--- config.mk ---
export PLATFORM = sky130hd
export DESIGN_NAME = head_unit_frame_link
export DESIGN_NICKNAME = d
export VERILOG_FILES = /design/src/rtl/core/hufl_pkg.sv /design/src/rtl/core/hufl_front.sv /design/src/rtl/core/hufl_queue.sv /design/src/rtl/core/hufl_back.sv /design/src/rtl/core/head_unit_frame_link.sv
export SDC_FILE = /design/constraint.sdc
export NUM_CORES = 1
export LEC_CHECK = 0
export BUFFER_PORTS_ARGS = -buffer_cell sky130_fd_sc_hd__buf_2
export CORE_ASPECT_RATIO = 2
export CORE_MARGIN = 10
export CORE_UTILIZATION = 35
export CTS_CLUSTER_DIAMETER = 50
export DETAILED_ROUTE_END_ITERATION = 6
export PLACE_DENSITY = 0.51
export SETUP_SLACK_MARGIN = 0.1
export SYNTH_ARGS = -nofsm -noshare
export SYNTH_HDL_FRONTEND = slang
export SYNTH_SLANG_ARGS = --single-unit
--- constraint.sdc ---
create_clock -name aclk -period 6.7 [get_ports aclk]
set_input_delay 0.67 -clock aclk [delete_from_list [all_inputs] [get_ports aclk]]
set_output_delay 0.67 -clock aclk [all_outputs]
set_load 0.01 [all_outputs]
--- src/rtl/core/hufl_pkg.sv ---
// Shared definitions for the head unit frame link: protocol bytes, timer
// defaults, steering scale constants and the job word passed from front to back.
// No dependencies.
`timescale 1ns / 1ps

package hufl_pkg;

    // Frame and command bytes
    localparam logic [7:0] HDR_BYTE        = 8'h2E;
    localparam logic [7:0] CHK_XOR         = 8'hFF;
    localparam logic [7:0] REQ_VERSION     = 8'hC0;
    localparam logic [7:0] REQ_VERSION_ALT = 8'h08;
    localparam logic [7:0] REQ_ACK         = 8'h90;
    localparam logic [7:0] CMD_VERSION     = 8'hF1;
    localparam logic [7:0] CMD_ACK         = 8'h91;
    localparam logic [7:0] CMD_STEER       = 8'h26;
    localparam logic [7:0] CMD_DASH        = 8'h41;

    // Payload lengths
    localparam logic [4:0] LEN_VERSION = 5'd3;
    localparam logic [4:0] LEN_ACK     = 5'd2;
    localparam logic [4:0] LEN_STEER   = 5'd2;
    localparam logic [4:0] LEN_DASH    = 5'd13;

    // Fixed payload bytes
    localparam logic [7:0] VER_MAJOR   = 8'h02;
    localparam logic [7:0] VER_MINOR   = 8'h08;
    localparam logic [7:0] VER_PATCH   = 8'h10;
    localparam logic [7:0] ACK_BYTE0   = 8'h41;
    localparam logic [7:0] ACK_BYTE1   = 8'h02;
    localparam logic [7:0] DASH_TAG    = 8'h02;
    localparam logic [7:0] DASH_FLAGS  = 8'h04;
    localparam logic [7:0] DOOR_TAG    = 8'h01;

    // Configuration register indexes and reset values
    localparam logic CFG_FAST_PERIOD = 1'b0;
    localparam logic CFG_SLOW_PERIOD = 1'b1;
    localparam logic [15:0] FAST_PERIOD_RESET = 16'd100;
    localparam logic [15:0] SLOW_PERIOD_RESET = 16'd400;
    localparam logic [7:0]  DOORS_RESET       = 8'hFF;

    // Steering scale: angle = trunc((pos + 500) * 54 / 5) - 5400
    localparam logic signed [16:0] STEER_OFFSET = 17'sd500;
    localparam logic [20:0] STEER_GAIN  = 21'd54;
    localparam logic [19:0] DIV5_RECIP  = 20'd838861;
    localparam int          DIV5_SHIFT  = 22;
    localparam logic [15:0] ANGLE_BIAS  = 16'd5400;

    // Job queue
    localparam int QUEUE_DEPTH = 4;
    localparam int QUEUE_AW    = 2;

    // One word per item that sends at least one frame
    typedef struct packed {
        logic        ver;
        logic        ack;
        logic        steer;
        logic        dash;
        logic        door;
        logic [15:0] angle;
        logic [15:0] rpm;
        logic [15:0] battery;
        logic [15:0] temp;
        logic [7:0]  fuel;
        logic [4:0]  door_map;
    } hufl_job_t;

endpackage

--- src/rtl/core/hufl_front.sv ---
// Front end: accepts words, runs the receive parser, tick timers and door
// compare, scales the steering angle and hands frame jobs to the queue.
// Depends on hufl_pkg.
`timescale 1ns / 1ps

module hufl_front (
    input  logic                aclk,
    input  logic                aresetn,
    input  logic                s_valid,
    output logic                s_ready,
    input  logic                s_kind,
    input  logic [7:0]          s_rx_byte,
    input  logic signed [15:0]  s_steer_position,
    input  logic [15:0]         s_engine_rpm,
    input  logic [15:0]         s_battery_centivolts,
    input  logic signed [15:0]  s_outside_temp_tenths,
    input  logic [7:0]          s_fuel_level,
    input  logic [7:0]          s_door_bits,
    input  logic                cfg_wr_en,
    input  logic                cfg_addr,
    input  logic [15:0]         cfg_wdata,
    output logic                push_valid,
    output hufl_pkg::hufl_job_t push_job,
    input  logic                queue_full
);
    import hufl_pkg::*;

    typedef enum logic [1:0] {PH_HUNT, PH_CMD, PH_LEN, PH_SKIP} phase_t;

    phase_t      phase_reg, phase_next;
    logic [7:0]  cmd_reg, cmd_next;
    logic [8:0]  skip_reg, skip_next;
    logic [15:0] fast_reg, fast_next;
    logic [15:0] slow_reg, slow_next;
    logic [7:0]  doors_reg, doors_next;
    logic [15:0] fast_period_reg;
    logic [15:0] slow_period_reg;

    logic        v1_reg, v2_reg;
    hufl_job_t   job1_reg, job2_reg, job1_next;
    logic [20:0] mag1_reg;
    logic        neg1_reg, neg2_reg;
    logic [15:0] quot2_reg;

    logic        accept, en1, en2, push_ok, job2_any;
    logic        ver_hit, ack_hit;
    logic [15:0] fast_inc, slow_inc;
    logic        fast_fire, slow_fire, door_diff;
    logic signed [16:0] pos_sum;
    logic [16:0] pos_neg;
    logic        pos_is_neg;
    logic [15:0] pos_abs;
    logic [20:0] mag_next;
    logic [40:0] recip_prod;
    logic [15:0] signed_quot;

    assign job2_any = job2_reg.ver | job2_reg.ack | job2_reg.steer
                    | job2_reg.dash | job2_reg.door;
    assign push_ok  = !queue_full || !job2_any;
    assign en2      = !v2_reg || push_ok;
    assign en1      = !v1_reg || en2;
    assign s_ready  = en1;
    assign accept   = s_valid && s_ready;

    // Receive parser
    always_comb begin
        phase_next = phase_reg;
        cmd_next   = cmd_reg;
        skip_next  = skip_reg;
        ver_hit    = 1'b0;
        ack_hit    = 1'b0;
        case (phase_reg)
            PH_HUNT: begin
                if (s_rx_byte == HDR_BYTE) begin
                    phase_next = PH_CMD;
                end
            end
            PH_CMD: begin
                cmd_next   = s_rx_byte;
                phase_next = PH_LEN;
            end
            PH_LEN: begin
                skip_next  = 9'(s_rx_byte) + 9'd1;
                phase_next = PH_SKIP;
            end
            PH_SKIP: begin
                if (skip_reg > 9'd1) begin
                    skip_next = skip_reg - 9'd1;
                end else begin
                    skip_next  = 9'd0;
                    phase_next = PH_HUNT;
                    ver_hit    = (cmd_reg == REQ_VERSION) || (cmd_reg == REQ_VERSION_ALT);
                    ack_hit    = (cmd_reg == REQ_ACK);
                end
            end
            default: begin
                phase_next = PH_HUNT;
            end
        endcase
    end

    // Tick timers saturate at full scale and restart when they fire.
    assign fast_inc  = (fast_reg == 16'hFFFF) ? fast_reg : fast_reg + 16'd1;
    assign slow_inc  = (slow_reg == 16'hFFFF) ? slow_reg : slow_reg + 16'd1;
    assign fast_fire = (fast_inc >= fast_period_reg);
    assign slow_fire = (slow_inc >= slow_period_reg);
    assign fast_next = fast_fire ? 16'd0 : fast_inc;
    assign slow_next = slow_fire ? 16'd0 : slow_inc;
    assign door_diff = (s_door_bits != doors_reg);
    assign doors_next = s_door_bits;

    // Steering magnitude: |pos + 500| * 54, sign kept aside for truncation toward zero.
    assign pos_sum    = 17'(s_steer_position) + STEER_OFFSET;
    assign pos_neg    = 17'(-pos_sum);
    assign pos_is_neg = pos_sum[16];
    assign pos_abs    = pos_is_neg ? pos_neg[15:0] : pos_sum[15:0];
    assign mag_next   = 21'(pos_abs) * STEER_GAIN;

    always_comb begin
        job1_next          = '0;
        job1_next.ver      = !s_kind && ver_hit;
        job1_next.ack      = !s_kind && ack_hit;
        job1_next.steer    = s_kind && fast_fire;
        job1_next.dash     = s_kind && slow_fire;
        job1_next.door     = s_kind && door_diff;
        job1_next.rpm      = s_engine_rpm;
        job1_next.battery  = s_battery_centivolts;
        job1_next.temp     = s_outside_temp_tenths;
        job1_next.fuel     = s_fuel_level;
        job1_next.door_map = {s_door_bits[3], s_door_bits[4], s_door_bits[5],
                              s_door_bits[6], s_door_bits[7]};
    end

    // Divide by five through the reciprocal; exact for magnitudes below 2^22.
    assign recip_prod  = 41'(mag1_reg) * 41'(DIV5_RECIP);
    assign signed_quot = neg2_reg ? (~quot2_reg + 16'd1) : quot2_reg;

    always_comb begin
        push_job       = job2_reg;
        push_job.angle = signed_quot - ANGLE_BIAS;
    end
    assign push_valid = v2_reg && job2_any;

    always_ff @(posedge aclk) begin
        if (!aresetn) begin
            phase_reg       <= PH_HUNT;
            cmd_reg         <= 8'd0;
            skip_reg        <= 9'd0;
            fast_reg        <= 16'd0;
            slow_reg        <= 16'd0;
            doors_reg       <= DOORS_RESET;
            fast_period_reg <= FAST_PERIOD_RESET;
            slow_period_reg <= SLOW_PERIOD_RESET;
            v1_reg          <= 1'b0;
            v2_reg          <= 1'b0;
        end else begin
            if (cfg_wr_en) begin
                case (cfg_addr)
                    CFG_FAST_PERIOD: fast_period_reg <= cfg_wdata;
                    CFG_SLOW_PERIOD: slow_period_reg <= cfg_wdata;
                    default: ;
                endcase
            end
            if (accept) begin
                if (s_kind) begin
                    fast_reg  <= fast_next;
                    slow_reg  <= slow_next;
                    doors_reg <= doors_next;
                end else begin
                    phase_reg <= phase_next;
                    cmd_reg   <= cmd_next;
                    skip_reg  <= skip_next;
                end
            end
            if (en1) begin
                v1_reg <= s_valid;
            end
            if (en2) begin
                v2_reg <= v1_reg;
            end
        end
    end

    always_ff @(posedge aclk) begin
        if (en1) begin
            job1_reg <= job1_next;
            mag1_reg <= mag_next;
            neg1_reg <= pos_is_neg;
        end
        if (en2) begin
            job2_reg  <= job1_reg;
            quot2_reg <= recip_prod[DIV5_SHIFT+15:DIV5_SHIFT];
            neg2_reg  <= neg1_reg;
        end
    end

    a_skip_live: assert property (@(posedge aclk) disable iff (!aresetn)
        (phase_reg == PH_SKIP) |-> (skip_reg != 9'd0))
        else $error("skip count empty while skipping");

    a_skip_idle: assert property (@(posedge aclk) disable iff (!aresetn)
        (phase_reg != PH_SKIP) |-> (skip_reg == 9'd0))
        else $error("skip count left over outside of skipping");

    a_ack_job: assert property (@(posedge aclk) disable iff (!aresetn)
        (accept && !s_kind && phase_reg == PH_SKIP && skip_reg == 9'd1
         && cmd_reg == REQ_ACK) |=> (v1_reg && job1_reg.ack && !job1_reg.ver))
        else $error("acknowledge request did not raise an acknowledge job");

endmodule

--- src/rtl/core/hufl_queue.sv ---
// Short job queue between the front end and the frame serializer.
// Depends on hufl_pkg.
`timescale 1ns / 1ps

module hufl_queue (
    input  logic                aclk,
    input  logic                aresetn,
    input  logic                push_valid,
    input  hufl_pkg::hufl_job_t push_job,
    output logic                full,
    input  logic                pop,
    output logic                empty,
    output hufl_pkg::hufl_job_t pop_job
);
    import hufl_pkg::*;

    hufl_job_t           slot_reg [QUEUE_DEPTH];
    logic [QUEUE_AW-1:0] wr_ptr_reg, rd_ptr_reg;
    logic [QUEUE_AW:0]   count_reg, count_next;
    logic                do_push, do_pop;

    assign full    = (count_reg == (QUEUE_AW+1)'(QUEUE_DEPTH));
    assign empty   = (count_reg == '0);
    assign do_push = push_valid && !full;
    assign do_pop  = pop && !empty;
    assign pop_job = slot_reg[rd_ptr_reg];

    always_comb begin
        count_next = count_reg;
        if (do_push && !do_pop) begin
            count_next = count_reg + (QUEUE_AW+1)'(1);
        end else if (do_pop && !do_push) begin
            count_next = count_reg - (QUEUE_AW+1)'(1);
        end
    end

    always_ff @(posedge aclk) begin
        if (!aresetn) begin
            wr_ptr_reg <= '0;
            rd_ptr_reg <= '0;
            count_reg  <= '0;
        end else begin
            if (do_push) begin
                wr_ptr_reg <= wr_ptr_reg + QUEUE_AW'(1);
            end
            if (do_pop) begin
                rd_ptr_reg <= rd_ptr_reg + QUEUE_AW'(1);
            end
            count_reg <= count_next;
        end
    end

    always_ff @(posedge aclk) begin
        if (do_push) begin
            slot_reg[wr_ptr_reg] <= push_job;
        end
    end

endmodule

--- src/rtl/core/hufl_back.sv ---
// Frame serializer: takes one job at a time and sends its frames byte by byte
// through an output register. Depends on hufl_pkg.
`timescale 1ns / 1ps

module hufl_back (
    input  logic                aclk,
    input  logic                aresetn,
    input  logic                empty,
    input  hufl_pkg::hufl_job_t pop_job,
    output logic                pop,
    output logic                m_valid,
    input  logic                m_ready,
    output logic [7:0]          m_tx_byte,
    output logic                m_frame_end,
    output logic                m_last
);
    import hufl_pkg::*;

    typedef enum logic [2:0] {FR_VER, FR_ACK, FR_STEER, FR_DASH, FR_DOOR} frame_t;

    localparam logic [4:0] POS_HDR     = 5'd0;
    localparam logic [4:0] POS_CMD     = 5'd1;
    localparam logic [4:0] POS_LEN     = 5'd2;
    localparam logic [4:0] POS_PAYLOAD = 5'd3;

    logic        busy_reg;
    hufl_job_t   job_reg;
    logic [4:0]  mask_reg, mask_clr;
    logic [4:0]  pos_reg;
    logic [7:0]  sum_reg;
    logic        m_valid_reg;
    logic [7:0]  tx_reg;
    logic        end_reg, last_reg;

    frame_t      cur;
    logic [7:0]  cur_cmd;
    logic [4:0]  cur_len;
    logic [4:0]  pay_off;
    logic [3:0]  pay_idx;
    logic [7:0]  pay_byte, tx_byte;
    logic        is_check, out_en, step;

    assign out_en   = !m_valid_reg || m_ready;
    assign step     = busy_reg && out_en;
    assign pop      = !busy_reg && !empty;
    assign mask_clr = mask_reg & (mask_reg - 5'd1);

    always_comb begin
        if (mask_reg[0]) begin
            cur = FR_VER;
        end else if (mask_reg[1]) begin
            cur = FR_ACK;
        end else if (mask_reg[2]) begin
            cur = FR_STEER;
        end else if (mask_reg[3]) begin
            cur = FR_DASH;
        end else begin
            cur = FR_DOOR;
        end
    end

    assign pay_off = pos_reg - POS_PAYLOAD;
    assign pay_idx = pay_off[3:0];

    always_comb begin
        cur_cmd  = CMD_DASH;
        cur_len  = LEN_DASH;
        pay_byte = 8'd0;
        case (cur)
            FR_VER: begin
                cur_cmd = CMD_VERSION;
                cur_len = LEN_VERSION;
                case (pay_idx)
                    4'd0:    pay_byte = VER_MAJOR;
                    4'd1:    pay_byte = VER_MINOR;
                    default: pay_byte = VER_PATCH;
                endcase
            end
            FR_ACK: begin
                cur_cmd  = CMD_ACK;
                cur_len  = LEN_ACK;
                pay_byte = (pay_idx == 4'd0) ? ACK_BYTE0 : ACK_BYTE1;
            end
            FR_STEER: begin
                cur_cmd  = CMD_STEER;
                cur_len  = LEN_STEER;
                pay_byte = (pay_idx == 4'd0) ? job_reg.angle[7:0] : job_reg.angle[15:8];
            end
            FR_DASH: begin
                case (pay_idx)
                    4'd0:    pay_byte = DASH_TAG;
                    4'd1:    pay_byte = job_reg.rpm[15:8];
                    4'd2:    pay_byte = job_reg.rpm[7:0];
                    4'd5:    pay_byte = job_reg.battery[15:8];
                    4'd6:    pay_byte = job_reg.battery[7:0];
                    4'd7:    pay_byte = job_reg.temp[15:8];
                    4'd8:    pay_byte = job_reg.temp[7:0];
                    4'd11:   pay_byte = DASH_FLAGS;
                    4'd12:   pay_byte = job_reg.fuel;
                    default: pay_byte = 8'd0;
                endcase
            end
            FR_DOOR: begin
                case (pay_idx)
                    4'd0:    pay_byte = DOOR_TAG;
                    4'd1:    pay_byte = {3'd0, job_reg.door_map};
                    default: pay_byte = 8'd0;
                endcase
            end
            default: begin
                pay_byte = 8'd0;
            end
        endcase
    end

    assign is_check = (pos_reg == cur_len + POS_PAYLOAD);

    always_comb begin
        case (pos_reg)
            POS_HDR: tx_byte = HDR_BYTE;
            POS_CMD: tx_byte = cur_cmd;
            POS_LEN: tx_byte = {3'd0, cur_len};
            default: tx_byte = is_check ? (sum_reg ^ CHK_XOR) : pay_byte;
        endcase
    end

    always_ff @(posedge aclk) begin
        if (!aresetn) begin
            busy_reg    <= 1'b0;
            mask_reg    <= 5'd0;
            pos_reg     <= POS_HDR;
            sum_reg     <= 8'd0;
            m_valid_reg <= 1'b0;
        end else begin
            if (pop) begin
                busy_reg <= 1'b1;
                mask_reg <= {pop_job.door, pop_job.dash, pop_job.steer,
                             pop_job.ack, pop_job.ver};
                pos_reg  <= POS_HDR;
                sum_reg  <= 8'd0;
            end else if (step) begin
                if (is_check) begin
                    pos_reg  <= POS_HDR;
                    sum_reg  <= 8'd0;
                    mask_reg <= mask_clr;
                    busy_reg <= (mask_clr != 5'd0);
                end else begin
                    pos_reg <= pos_reg + 5'd1;
                    // The header byte stays out of the checksum.
                    if (pos_reg != POS_HDR) begin
                        sum_reg <= sum_reg + tx_byte;
                    end
                end
            end
            if (out_en) begin
                m_valid_reg <= step;
            end
        end
    end

    always_ff @(posedge aclk) begin
        if (pop) begin
            job_reg <= pop_job;
        end
        if (step) begin
            tx_reg   <= tx_byte;
            end_reg  <= is_check;
            last_reg <= is_check && (mask_clr == 5'd0);
        end
    end

    assign m_valid     = m_valid_reg;
    assign m_tx_byte   = tx_reg;
    assign m_frame_end = end_reg;
    assign m_last      = last_reg;

    a_last_closes: assert property (@(posedge aclk) disable iff (!aresetn)
        (m_valid_reg && last_reg) |-> end_reg)
        else $error("last word is not a checksum word");

    a_busy_mask: assert property (@(posedge aclk) disable iff (!aresetn)
        busy_reg |-> (mask_reg != 5'd0))
        else $error("serializer busy with no frame left");

    a_pos_bound: assert property (@(posedge aclk) disable iff (!aresetn)
        busy_reg |-> (pos_reg <= cur_len + POS_PAYLOAD))
        else $error("byte position ran past the checksum");

endmodule

--- src/rtl/core/head_unit_frame_link.sv ---
// Head unit frame link: an item's frame words pass through the front pipeline, the
// job queue and the output register, then leave at one per cycle while m_ready is
// high; the serializer pops a job only after the last one is sent. Up to 4 jobs wait
// in the queue, so items are taken every cycle until it fills. A tick sends at most
// 40 words. aresetn is synchronous and active low: the parser hunts for a header,
// timers clear, periods return to 100 and 400, doors to 0xFF.
`timescale 1ns / 1ps

module head_unit_frame_link (
    input  logic               aclk,
    input  logic               aresetn,
    input  logic               s_valid,
    output logic               s_ready,
    input  logic               s_kind,
    input  logic [7:0]         s_rx_byte,
    input  logic signed [15:0] s_steer_position,
    input  logic [15:0]        s_engine_rpm,
    input  logic [15:0]        s_battery_centivolts,
    input  logic signed [15:0] s_outside_temp_tenths,
    input  logic [7:0]         s_fuel_level,
    input  logic [7:0]         s_door_bits,
    output logic               m_valid,
    input  logic               m_ready,
    output logic [7:0]         m_tx_byte,
    output logic               m_frame_end,
    output logic               m_last,
    input  logic               cfg_wr_en,
    input  logic               cfg_addr,
    input  logic [15:0]        cfg_wdata
);
    import hufl_pkg::*;

    logic      push_valid, queue_full, queue_empty, pop;
    hufl_job_t push_job, pop_job;

    hufl_front u_front (
        .aclk                  (aclk),
        .aresetn               (aresetn),
        .s_valid               (s_valid),
        .s_ready               (s_ready),
        .s_kind                (s_kind),
        .s_rx_byte             (s_rx_byte),
        .s_steer_position      (s_steer_position),
        .s_engine_rpm          (s_engine_rpm),
        .s_battery_centivolts  (s_battery_centivolts),
        .s_outside_temp_tenths (s_outside_temp_tenths),
        .s_fuel_level          (s_fuel_level),
        .s_door_bits           (s_door_bits),
        .cfg_wr_en             (cfg_wr_en),
        .cfg_addr              (cfg_addr),
        .cfg_wdata             (cfg_wdata),
        .push_valid            (push_valid),
        .push_job              (push_job),
        .queue_full            (queue_full)
    );

    hufl_queue u_queue (
        .aclk       (aclk),
        .aresetn    (aresetn),
        .push_valid (push_valid),
        .push_job   (push_job),
        .full       (queue_full),
        .pop        (pop),
        .empty      (queue_empty),
        .pop_job    (pop_job)
    );

    hufl_back u_back (
        .aclk        (aclk),
        .aresetn     (aresetn),
        .empty       (queue_empty),
        .pop_job     (pop_job),
        .pop         (pop),
        .m_valid     (m_valid),
        .m_ready     (m_ready),
        .m_tx_byte   (m_tx_byte),
        .m_frame_end (m_frame_end),
        .m_last      (m_last)
    );

endmodule

==> flow_summary.json, run 1 <==
{
  "synth_top_family_by_area": "adder cells",
  "crit_family": "adder cells",
  "fill_cells": 9842,
  "yosys.area.top_type": "edfxtp_1",
  "worst_slew_pin_slew_ps": 1200,
  "layout.cells.most_common_list": "edfxtp_1, inv_1, ha_1",
  "final_util_pct": 40.0,
  "placedCellCount": 4198,
  "hold_depth": 1,
  "hold_start": "s_engine_rpm[0]",
  "path_buf_inv": 4,
  "fp.dieArea_sq_mm": 0.120,
  "synth-xor-area-share_pct": 3.82,
  "slew_viol_final": 0,
  "timing.final.crit_share_pct": 94.8,
  "muxShareOfSynthArea_pct": 5.37,
  "port_buffers": 122,
  "relSlewSlack_pct": 19.6,
  "rows": 168,
  "rr_endpoint": "u_front.quot2_reg[15]",
  "rr_worst_depth": 21,
  "area_growth_pct": 13.2,
  "cts-root-buf": "clkbuf_16",
  "grt_overflow": 0,
  "path_cells": "ha_1, buf_4, ha_1, fa_1, fa_1, fa_1, fa_1, inv_1, fa_1, inv_1, ha_1, a21o_1, a211o_1, a32oi_1, a21oi_2, a21oi_1, buf_4, o21ai_0, a31oi_1, o21bai_1, xnor2_1",
  "end_kind": "flop",
  "layout.nets": 3476,
  "layout_commonest_cell": "edfxtp_1",
  "hpwl_um": 69500,
  "clkSinkCount": 707,
  "synth.area.top_cells": "edfxtp_1, ha_1, fa_1",
  "viasPerCell": 5.06,
  "cp_common_cell": "fa_1",
  "io-pin-count": 123,
  "n_antenna_cell": 0,
  "required_ps": 7090,
  "fmax_mhz": 158,
  "ys_warn_count": 0,
  "synthSimpleGateAreaFrac_pct": 7.13,
  "cts_tree": "yes",
  "avgSynthCellArea_sq_um": 13.4,
  "largest_reg_flops": 328,
  "synth.distinct_cells": 90,
  "die_height_um": 480,
  "worstPathArrival_ps": 6740,
  "rrSetupSlack_ps": 350,
  "hold_viol": 0,
  "worst-setup-path-type": "reg -> reg",
  "rsz0062_at_grt": "no",
  "grt_util_all_layers_pct": 15.5,
  "num_vias": 21971,
  "synth_compound_area_share_pct": 7.05,
  "first_global_vias": 24092,
  "grt_pass1_wl_um": 142000,
  "clock_path_buffers": 3,
  "path_clk_slew_ps": 60,
  "cp_max_fo": 5,
  "async_flop_share_pct": 0,
  "core_region_area_sq_mm": 0.105,
  "r2r_start": "u_front.mag1_reg[12]",
  "firstDrtPassIters": 5,
  "antenna_found_initial": 2,
  "htreeDepth": 3,
  "setup.worst_path.start_class": "flop",
  "finalNonFillerCells": 4340,
  "syn_nets": 3313,
  "ant_nets": 0,
  "multi_input_area_sq_mm": 0.0155,
  "seq_area_frac_synth_pct": 54.0,
  "dpl_worst_slack_ps": -98.5,
  "synth_edf_count": 585,
  "routedWlPerCell_um": 21.4,
  "initial_utilization_pct": 35.3,
  "grt_max_degree": 57,
  "slowest_stage": "fa_1",
  "finClkSkew_ps": 35.8,
  "synth-adder-area-share_pct": 18.3,
  "worstSetupStartpoint": "u_front.mag1_reg[12]",
  "final-seq-area_sq_mm": 0.0200,
  "synth-seq-cells": 707,
  "outcome": "complete, no violations",
  "synth_top_area_share_pct": 47.4,
  "finalSetupViolCount": 0,
  "drc": 0,
  "min_to": "u_front.job1_reg[45]",
  "syn-cell-area_sq_mm": 0.0370,
  "finalWorstSetupSlack_ps": 352,
  "insertion_delay_ps": 670,
  "min_path_type": "in -> reg",
  "syn_inst": 2756,
  "drtIter0Drc": 1227,
  "place_congestion": 0.904,
  "die_width_um": 250,
  "synth-main-ff-cell": "edfxtp_1",
  "wl_um": 93000,
  "drive_gt1_share_pct": 13.8,
  "slowest_delay_ps": 550,
  "drv_cap": 0,
  "cts_buffers": 75,
  "period_minus_slack_ps": 6350
}
==> cell families (layout without fill, tap and decap cells) <==
logic type | count (synthesis) | in the layout
xor gates and xnor gates | 158 | 158
AOI/OAI and AO/OA | 382 | 382
and+or+nand+nor | 550 | 550
adders and majority gates | 447 | 447
DFF | 707 | 707
muxes | 96 | 96
buffers and inverters | 416 | 640
==> metal layers <==
layer  track usage (%)  vias to the layer above  part of all wire [%]
met1              14.9                    11090                    35
li1                  -                    10241                     -
met2              31.1                      460                    58
met3              1.78                      180                   2.8
met4              8.09                        0                   4.9
met5                 0                        -                     0
==> metrics by stage <==
stage               area (sq um)  TNS (ps)  hold WS [ps]
finish                     41900         0           162
global route               41900         0           138
CTS                        41900         0           117
detailed placement         39300      -120           405
global placement           39300     -36.4           402
floorplan                  37000         0           400
==> cell usage after synthesis, types with 14 or more instances <==
master,n
inv_1,338
xnor2_1,89
nand3b_1,14
nand4_1,17
nor2b_1,26
nand2_1,182
clkbuf_1,43
nor2_1,116
o211ai_1,14
ha_1,290
fa_1,156
and2_1,17
and3_1,16
dfxtp_1,122
o21ai_0,63
buf_2,21
nor3_1,36
a22oi_1,29
a21oi_1,101
nand3_1,72
mux4_2,82
xor2_1,65
a31oi_1,16
a21o_1,26
edfxtp_1,585
==> cell type report <==
type | count | area share, %
flip-flops and latches | 707 | 47.7
multi-input cells | 1633 | 36.9
clock buffers | 91 | 4.69
well taps | 1360 | 4.06
inverters | 340 | 3.05
repair buffers | 162 | 2.17
clock inverters | 47 | 1.36
==> what timing repair did <==
action / CTS / global route
hold buffers: 0 / 0
setup endpoints to repair: 1 / 4
gates cloned: 0 / 0
setup buffers: 0 / 4
resized for setup: 2 / 8
pin swaps: 0 / 2
==> worst max path at each step <==
stage	to	slack, ps	cells past startpoint
after floorplan	u_front.quot2_reg[15]	770	19
after global placement	u_front.mag1_reg[19]	-40	22
after detailed placement	u_front.mag1_reg[19]	-100	22
after CTS	u_front.quot2_reg[15]	130	20
after global routing	u_front.quot2_reg[15]	120	21
final	u_front.quot2_reg[15]	350	21
==> worst register-to-register path, stage by stage, from the launching register on <==
cell      delay, ps
edfxtp_1        480
ha_1            400
buf_4           180
ha_1            290
fa_1            530
fa_1            440
fa_1            520
fa_1            550
inv_1            50
fa_1            530
inv_1            50
ha_1            300
a21o_1          160
a211o_1         300
a32oi_1         250
a21oi_2         140
a21oi_1         210
buf_4           170
o21ai_0         120
a31oi_1         200
o21bai_1        100
xnor2_1         130
Power of run 1 is not shown: default switching activity piles up to over one toggle a cycle in this logic, so the estimate is an artifact.
==> run 2, diff against run 1 <==
ABC_AREA = 1   (was default)
==> flow_summary.json, run 2 <==
{
  "outcome": "complete, no violations",
  "worst-setup-path-type": "reg -> reg",
  "clock_path_buffers": 3,
  "rr_endpoint": "u_front.quot2_reg[12]",
  "seq_area_frac_synth_pct": 52.3,
  "synth_edf_count": 585,
  "finalSetupViolCount": 0,
  "synth-seq-cells": 707,
  "fmax_mhz": 156,
  "relSlewSlack_pct": 39.4,
  "r2r_start": "u_front.mag1_reg[6]",
  "fin_setup_tns_ps": 0,
  "cts_hold_buf": 0,
  "cts_buffers": 74,
  "slew_viol_final": 0,
  "port_buffers": 122,
  "syn_inst": 3539,
  "layout.nets": 4234,
  "hold_viol": 0,
  "first_global_vias": 26912,
  "die_width_um": 254,
  "firstDrtPassIters": 5,
  "synth.distinct_cells": 65,
  "clkSinkCount": 707,
  "cts_tree": "yes",
  "cp_max_fo": 7,
  "yosysMostFrequentCell": "edfxtp_1",
  "hold_depth": 1,
  "drc": 0,
  "syn_nets": 4096,
  "antenna_found_initial": 4,
  "layout_commonest_cell": "edfxtp_1",
  "finalWorstSetupSlack_ps": 300,
  "insertion_delay_ps": 660,
  "rsz0062_at_grt": "no",
  "rrSetupSlack_ps": 300,
  "min_to": "u_front.job1_reg[21]",
  "viasPerCell": 4.96,
  "grt_pass1_wl_um": 154000,
  "num_vias": 25405,
  "yosys.area.top_type": "edfxtp_1",
  "period_minus_slack_ps": 6400,
  "postCtsSetupBuffers": 0,
  "ant_nets": 0,
  "syn-cell-area_sq_mm": 0.0383,
  "min_path_type": "in -> reg",
  "initial_utilization_pct": 35.2,
  "grt_max_degree": 139,
  "avgSynthCellArea_sq_um": 10.8,
  "synth-main-ff-cell": "edfxtp_1",
  "hold_start": "s_outside_temp_tenths[8]",
  "place_congestion": 0.958,
  "end_kind": "flop",
  "setup.worst_path.start_class": "flop",
  "synth_top_area_share_pct": 45.9,
  "grt_overflow": 0,
  "grt_util_all_layers_pct": 16.3,
  "area_growth_pct": 12.2,
  "hpwl_um": 75200,
  "finClkSkew_ps": 31.7,
  "timing.final.crit_share_pct": 95.5,
  "async_flop_share_pct": 0,
  "worstPathArrival_ps": 6770,
  "routedWlPerCell_um": 19.6,
  "core_region_area_sq_mm": 0.109,
  "dpl_worst_slack_ps": 483,
  "synth.area.top_cells": "edfxtp_1, ha_1, fa_1",
  "ys_warn_count": 0,
  "drtIter0Drc": 1166,
  "post_cts_resize_count": 0,
  "wl_um": 100000,
  "largest_reg_flops": 328,
  "cts-root-buf": "clkbuf_16",
  "rows": 171,
  "path_clk_slew_ps": 60,
  "htreeDepth": 3,
  "worst_slew_pin_slew_ps": 909,
  "io-pin-count": 123,
  "die_height_um": 488,
  "synthTopCellsByCount": "edfxtp_1, inv_1, nand2_1",
  "layout.cells.most_common_list": "edfxtp_1, inv_1, nand2_1",
  "drive_gt1_share_pct": 9.18,
  "required_ps": 7070,
  "fp.dieArea_sq_mm": 0.124,
  "drv_cap": 0,
  "rr_worst_depth": 18
}
## run 2: changes by cell type after synthesis, moves of 27 or more
cell     delta
a21oi_1    +63
inv_1     +188
mux4_2     -82
nand2_1   +217
nand3_1    +34
nor2_1    +219
o21ai_0   +215
o22ai_1    +76
xnor2_1    -58
xor2_1     +27
## run 2: cells by family after synthesis
logic type	count (synthesis)	synth area share, %
AND/OR/NAND/NOR	978	11.0
XOR/XNOR	130	3.11
buffers and inverters	626	6.34
flip-flops	707	52.3
AO/OA/AOI/OAI	652	9.66
adder cells (fa/ha/maj)	446	17.6
## run 2: how the worst max path moves through the flow
stage | startpoint | to | slack (ps) | depth (start not counted)
2_1_floorplan | u_front.mag1_reg[4] | u_front.quot2_reg[9] | 1180 | 22
3_3_place_gp | u_front.mag1_reg[6] | u_front.quot2_reg[12] | 450 | 18
3_5_place_dp | u_front.mag1_reg[4] | u_front.quot2_reg[9] | 480 | 22
4_1_cts | u_front.mag1_reg[6] | u_front.quot2_reg[12] | 460 | 18
5_1_grt | u_front.mag1_reg[6] | u_front.quot2_reg[12] | 210 | 18
6_report | u_front.mag1_reg[6] | u_front.quot2_reg[12] | 300 | 18
## run 2: critical path, stage by stage (launching register included)
cell and delay [ps]:
edfxtp_1 520, ha_1 510, xor2_1 230, ha_1 200, a21oi_1 350, fa_1 520
fa_1 510, fa_1 540, inv_1 50, fa_1 480, ha_1 310, ha_1 420
nand2_1 100, nor2_1 110, inv_1 110, nor3_1 540, nand4_1 370, nand2_1 160
xor2_1 80
## run 2: final cells by class
cell class              instances  area, sq um
diodes                          1         2.50
clock buffers                  86         1970
clock inverters                49          452
fillers                     10596        65700
inverters                     540         2040
multi-input cells            2206        15900
flip-flops and latches        707        20000
well taps                    1384         1730
repair buffers                148          831
## run 2: metrics by stage
step | cells | hold WS, ps | area [sq um] | util (%)
final | 5121 | 188 | 42900 | 39.5
after global routing | 5121 | 142 | 42900 | 39.5
after CTS | 5120 | 125 | 42900 | 39.5
after detailed placement | 4985 | 405 | 40500 | 37.3
after global placement | 4985 | 401 | 40500 | 37.3
after floorplan | 3539 | 400 | 38300 | -
## run 2: layer usage
layer | part of all wire, % | track usage (%)
met5 | 0.021 | 0
met3 | 2.9 | 2.42
met4 | 5.8 | 9.27
met2 | 57 | 32.9
met1 | 34 | 15.0
Power of run 2 is left out for the same reason.
